--- src/hw/rtl/rabs_pkg.sv ---
// Shared types, codes and default sizes for the rotated array search block.
package rabs_pkg;

    // Default store depth and element width.
    localparam int RABS_DEPTH       = 1024;
    localparam int RABS_VALUE_WIDTH = 32;

    // Fixed port widths.
    localparam int RABS_IN_WIDTH     = 32;
    localparam int RABS_ACTION_WIDTH = 2;
    localparam int RABS_POS_WIDTH    = 10;

    // Transaction action codes.
    typedef enum logic [RABS_ACTION_WIDTH-1:0] {
        ACT_CLEAR  = 2'd0,
        ACT_APPEND = 2'd1,
        ACT_SEARCH = 2'd2
    } t_action;

    // Controller states.
    typedef enum logic [1:0] {
        ST_IDLE,
        ST_PROBE,
        ST_EVAL,
        ST_WRAP
    } t_state;

    // Commands from the controller to the datapath.
    typedef struct packed {
        logic clear;
        logic append;
        logic init;
        logic probe;
        logic rd_hi;
        logic step_left;
        logic step_right;
        logic report_hit;
        logic report_miss;
    } t_dp_cmd;

    // Status from the datapath to the controller.
    typedef struct packed {
        logic win_open;
        logic hit;
        logic sorted_low;
        logic low_pick;
        logic high_pick;
    } t_dp_status;

endpackage

--- src/hw/rtl/rabs_ctrl.sv ---
// Controller state machine that sequences clear, append and search transactions.
module rabs_ctrl (
    input  logic                                  i_clk,
    input  logic                                  i_rst_n,
    input  logic                                  start,
    input  logic [rabs_pkg::RABS_ACTION_WIDTH-1:0] i_action,
    input  rabs_pkg::t_dp_status                  i_status,
    output rabs_pkg::t_dp_cmd                     o_cmd,
    output logic                                  o_busy
);

    rabs_pkg::t_state r_state;
    rabs_pkg::t_state n_state;

    // State register.
    always_ff @(posedge i_clk) begin
        if (!i_rst_n) begin
            r_state <= rabs_pkg::ST_IDLE;
        end else begin
            r_state <= n_state;
        end
    end

    // Next state and datapath commands.
    always_comb begin
        n_state = r_state;
        o_cmd   = '0;
        case (r_state)
            rabs_pkg::ST_IDLE: begin
                if (start) begin
                    case (i_action)
                        rabs_pkg::ACT_CLEAR: begin
                            o_cmd.clear = 1'b1;
                        end
                        rabs_pkg::ACT_APPEND: begin
                            o_cmd.append = 1'b1;
                        end
                        rabs_pkg::ACT_SEARCH: begin
                            o_cmd.init = 1'b1;
                            n_state    = rabs_pkg::ST_PROBE;
                        end
                        default: begin
                            // Unknown action codes are dropped.
                        end
                    endcase
                end
            end
            rabs_pkg::ST_PROBE: begin
                // An empty window ends the search without a hit.
                if (!i_status.win_open) begin
                    o_cmd.report_miss = 1'b1;
                    n_state           = rabs_pkg::ST_IDLE;
                end else begin
                    o_cmd.probe = 1'b1;
                    n_state     = rabs_pkg::ST_EVAL;
                end
            end
            rabs_pkg::ST_EVAL: begin
                if (i_status.hit) begin
                    o_cmd.report_hit = 1'b1;
                    n_state          = rabs_pkg::ST_IDLE;
                end else if (i_status.sorted_low) begin
                    // Lower half is sorted, so it decides directly.
                    if (i_status.low_pick) begin
                        o_cmd.step_left = 1'b1;
                    end else begin
                        o_cmd.step_right = 1'b1;
                    end
                    n_state = rabs_pkg::ST_PROBE;
                end else begin
                    // Upper half is sorted; its last element is needed.
                    o_cmd.rd_hi = 1'b1;
                    n_state     = rabs_pkg::ST_WRAP;
                end
            end
            rabs_pkg::ST_WRAP: begin
                if (i_status.high_pick) begin
                    o_cmd.step_right = 1'b1;
                end else begin
                    o_cmd.step_left = 1'b1;
                end
                n_state = rabs_pkg::ST_PROBE;
            end
            default: begin
                n_state = rabs_pkg::ST_IDLE;
            end
        endcase
    end

    assign o_busy = (r_state != rabs_pkg::ST_IDLE);

endmodule

--- config.mk ---
export PLATFORM = sky130hd
export DESIGN_NAME = rabs_ctrl
export DESIGN_NICKNAME = d
export VERILOG_FILES = /design/src/hw/rtl/rabs_pkg.sv /design/src/hw/rtl/rabs_ctrl.sv
export SDC_FILE = /design/constraint.sdc
export NUM_CORES = 1
export LEC_CHECK = 0
export BUFFER_PORTS_ARGS = -buffer_cell sky130_fd_sc_hd__clkbuf_2
export CORE_AREA = 8 8 45 47
export DETAILED_ROUTE_END_ITERATION = 8
export DIE_AREA = 0 0 53 55
export SETUP_SLACK_MARGIN = 0.4
export SYNTH_ARGS = -nofsm -noshare
export SYNTH_HDL_FRONTEND = slang
export SYNTH_SLANG_ARGS = --single-unit
--- constraint.sdc ---
create_clock -name i_clk -period 2.91 [get_ports i_clk]
set_input_delay 0.291 -clock i_clk [delete_from_list [all_inputs] [get_ports i_clk]]
set_output_delay 0.291 -clock i_clk [all_outputs]
set_load 0.01 [all_outputs]
### Word level (Yosys, flattened, before mapping)

Cells that the tools add are included.
W data, S select, Z words.

* flip-flop bits (word level): 2
* bits in latches: 0
* bits in writable memories: 0
* ROM bits: 0
* bits of input ports: 10
* output and inout port bits: 10
* logic and storage cells: 38
* memories kept: 0

* add/sub/neg operators: 0
* multiply operators: 0
* divide/modulo/power cells: 0
* order comparisons: 0
* eq/ne operators: 7
* shift operators: 0
* muxes and demuxes: 26
* bitwise gates (word level): 0
* reduce and logical (&&, ||, !) cells: 4

Operators with widths (number)
* $mux W1: 15
* $mux W2: 6
* $mux W3: 3
* $pmux W2 S4: 1
* $eq A2 B2 Y1 const B: 3
* $eq A2 B1 Y1 const B: 2
* $logic_not A2 Y1: 2
* $pmux W2 S2: 1
* $ne A2 B1 Y1 const B: 1
* $ne A2 B2 Y1 const B: 1
* $reduce_and A2 Y1: 1
* $reduce_bool A2 Y1: 1

### Longest topological paths before layout

* depth after elaboration: 4
* mapped depth: 5
* mapped depth without buffers: 5

### Worst setup path after synthesis

OpenSTA, ideal clock, no wires.

* kind: register to output
* from: register r_state[0]
* to: output port o_cmd[7] (netlist name)
* data arrival time: 1.039 ns
* required time: 2.619 ns
* path slack: 1.580 ns
* stages on the path, launching flop included: 5
* path buffers: 0
* path through: dfxtp_1 inv_1 ha_1 nand2_1 nor3b_1

RTL lines
* start, declared: line rabs_ctrl.sv:12 `rabs_pkg::t_state r_state;`
* start signal, assigned: line rabs_ctrl.sv:18 `r_state <= rabs_pkg::ST_IDLE;`
* start signal, assigned: line rabs_ctrl.sv:20 `r_state <= n_state;`
* end, declared: line rabs_ctrl.sv:8 `output rabs_pkg::t_dp_cmd o_cmd,`

==> flow_metrics.tcl <==
set metrics [dict create \
    via_per_inst 4.37 \
    clkSinkCount 2 \
    crit_fanout 6 \
    postCtsSetupRepairBufs 0 \
    use_met2 0.0957 \
    worst_pin_slew_ns 0.173 \
    skew_ns 0.0000449 \
    path_cells "inv_1 > ha_1 > nand2_1 > nor3b_1 > clkbuf_2" \
    core_um2 1380 \
    path_class "reg2out" \
    syn-num-nets 47 \
    slew_headroom 0.884 \
    sequentialPowerShare 0.232 \
    ys_ff_latch 2 \
    crit_required_ns 2.62 \
    power-per-cell-area_nw_per_um2 350 \
    remaining_drc_errors 0 \
    switching_share 0.309 \
    grt_pass1_vias 336 \
    wire_per_inst_um 10.9 \
    start_kind "flip-flop" \
    setup_tns_ns 0 \
    area_delta_synth_final_pct 51.9 \
    r2r_cells 5 \
    critical-path-top-delay-family "flip-flops" \
    synth_cell_type_count 19 \
    gp_congestion 0.715 \
    top_usage_layer "met2" \
    dr.pass1.iters 2 \
    vdd_drop_max_uv 90.8 \
    slowest_stage "dfxtp_1" \
    die_x_um 53 \
    hpwl_um 661 \
    holdPathEnd "r_state[0]$_SDFFE_PN0P_" \
    yosys.area.top_type "ha_1" \
    port_buffers 19 \
    grt_use_met1 0.0545 \
    use_met3 0.0428 \
    cts.htree.levels 1 \
    fp.dieH_um 55 \
    async_flop_share 0 \
    cts_hold_buf 0 \
    pre_cts_ws_ns 1.47 \
    clockPowerShare 0.440 \
    r2r_start "r_state[0]$_SDFFE_PN0P_" \
    regMostFlops "r_state" \
    hold_class "in2reg" \
    drive_gt1_frac 0.491 \
    cts_resized 0 \
    rows 14 \
    p_int_w 0.0000975 \
    drv_cap 0 \
    slew_viol_final 0 \
    syn_area_um2 265 \
    synth.top_cell.area_share 0.189 \
    hold_depth 3 \
    largest_register_ffs 2 \
    synthFlopType "dfxtp_1" \
    antenna_found_initial 0 \
    finalHoldViolCount 0 \
    max_stage_delay_ns 0.34 \
    antenna_left 0 \
    fmax_mhz 600 \
    status "complete, no violations" \
    combPwrFrac 0.329 \
    cts_made_buffers 3 \
    die_area_um2 2920 \
    synth.most_common_cell "inv_1" \
    cts_tree "yes" \
    instances_no_fill 71 \
    cts.reportedPaths.clkPinSlew_ns 0.03 \
    period_share 0.573 \
    cp-end-kind "output pin" \
    cp.buffers_inverters 2 \
    clk-insertion-delay-late_ns 0.22 \
    syn_inst 33 \
    reg2reg_to "r_state[0]$_SDFFE_PN0P_" \
    top_level_ports 20 \
    grt_remaining_overflow 0 \
    fin_ws_ns 1.24 \
    grt_pass1_wl_mm 1.27 \
    crit_arrival_ns 1.38 \
    dp_cells 68 \
    grt_use_total 0.0633 \
    cts_root_buf "clkbuf_4" \
    synthTopCellsByCount "inv_1, ha_1" \
    cts_max_path_buffers 2 \
    drt_iter0_markers 7 \
    route.vias.total 310 \
    diodes 0 \
    synth_edf_count 0 \
    min-delay-start "i_rst_n" \
    yosys_warnings 0 \
    largest_registers "r_state x2" \
    layout_min_cycle_time_ns 1.67 \
    seq_area_frac_synth 0.151 \
    p_switching_w 0.0000436 \
    start_util 0.192 \
    grt_max_degree 7 \
    postSynthAreaPerCell_um2 8.04 \
    synthTopCellsByArea "ha_1, dfxtp_1, inv_1" \
    rsz0062_at_grt "false" \
    totalWireLength_um 772 \
    power_leakage_nw 0.215 \
    nNetsFinal 71 \
    reg2reg_slack_ns 1.52 \
    finalSetupViolCount 0 \
]
worst max-delay path by stage:
stage	start	end	slack (ns)	cells past startpoint
after floorplan	r_state[0]$_SDFFE_PN0P_	o_cmd[7]	1.58	4
after global placement	r_state[0]$_SDFFE_PN0P_	o_cmd[7]	1.50	5
after detailed placement	r_state[0]$_SDFFE_PN0P_	o_cmd[6]	1.47	5
after CTS	r_state[0]$_SDFFE_PN0P_	o_cmd[6]	1.23	5
after global routing	r_state[1]$_SDFFE_PN0P_	o_cmd[6]	1.11	5
final	r_state[0]$_SDFFE_PN0P_	o_cmd[6]	1.24	5
cell usage in the layout, fill, tap and decap left out, drive strengths merged:
| master | n |
|---|---|
| a21oi | 1 |
| a221o | 1 |
| and2 | 3 |
| clkbuf | 22 |
| dfxtp | 2 |
| ha | 4 |
| inv | 7 |
| nand2 | 2 |
| nand3 | 1 |
| nand3b | 2 |
| nand4 | 1 |
| nor2b | 1 |
| nor3 | 1 |
| nor3b | 3 |
| o21ai | 2 |
| o22ai | 1 |
| o31ai | 1 |
worst register-to-register path, delay by kind of cell (launching register included):
family / cells / cell delay (ns)
buffers and inverters: 1 / 0.09
AOI/OAI and AO/OA: 2 / 0.41
adders and majority gates: 1 / 0.23
DFF: 1 / 0.39
and+or+nand+nor: 1 / 0.21
layout make-up:
class	count	area, um2
clock buffers	3	22.5
flip-flops and latches	2	40.0
fillers	155	981
repair buffers	19	95.1
well taps	16	20.0
inverters	7	26.3
multi-input cells	24	199
logic make-up (layout without fill, tap and decap cells):
family,Yosys count,after routing,synth area share
compound gates,6,6,0.160
fa+ha+maj,4,4,0.189
buf+inv,7,29,0.0991
flops,2,2,0.151
simple gates,14,14,0.401
power by group through the flow:
stage / clock, W / combinational, W / sequential [W]
floorplan: 0 / 0.0000272 / 0.0000321
global placement: 0 / 0.0000458 / 0.0000329
detailed placement: 0 / 0.0000469 / 0.0000329
CTS: 0.0000663 / 0.0000470 / 0.0000326
global route: 0.0000709 / 0.0000515 / 0.0000328
finish: 0.0000621 / 0.0000464 / 0.0000327
routing by layer:
| layer | routed length (um) | vias up |
|---|---|---|
| li1 | - | 158 |
| met1 | 316 | 134 |
| met2 | 337 | 16 |
| met3 | 102 | 2 |
| met4 | 16 | 0 |
| met5 | 0 | - |
stage by stage:
step | instance area [um2] | hold slack [ns] | utilization | total power (W)
after floorplan | 265 | 0.431 | - | 0.0000592
after global placement | 380 | 0.506 | 0.275 | 0.0000787
after detailed placement | 380 | 0.512 | 0.275 | 0.0000798
after CTS | 403 | 0.314 | 0.291 | 0.000146
after global routing | 403 | 0.315 | 0.291 | 0.000155
final | 403 | 0.320 | 0.291 | 0.000141
No activity file was read; power rests on OpenSTA's default activity.
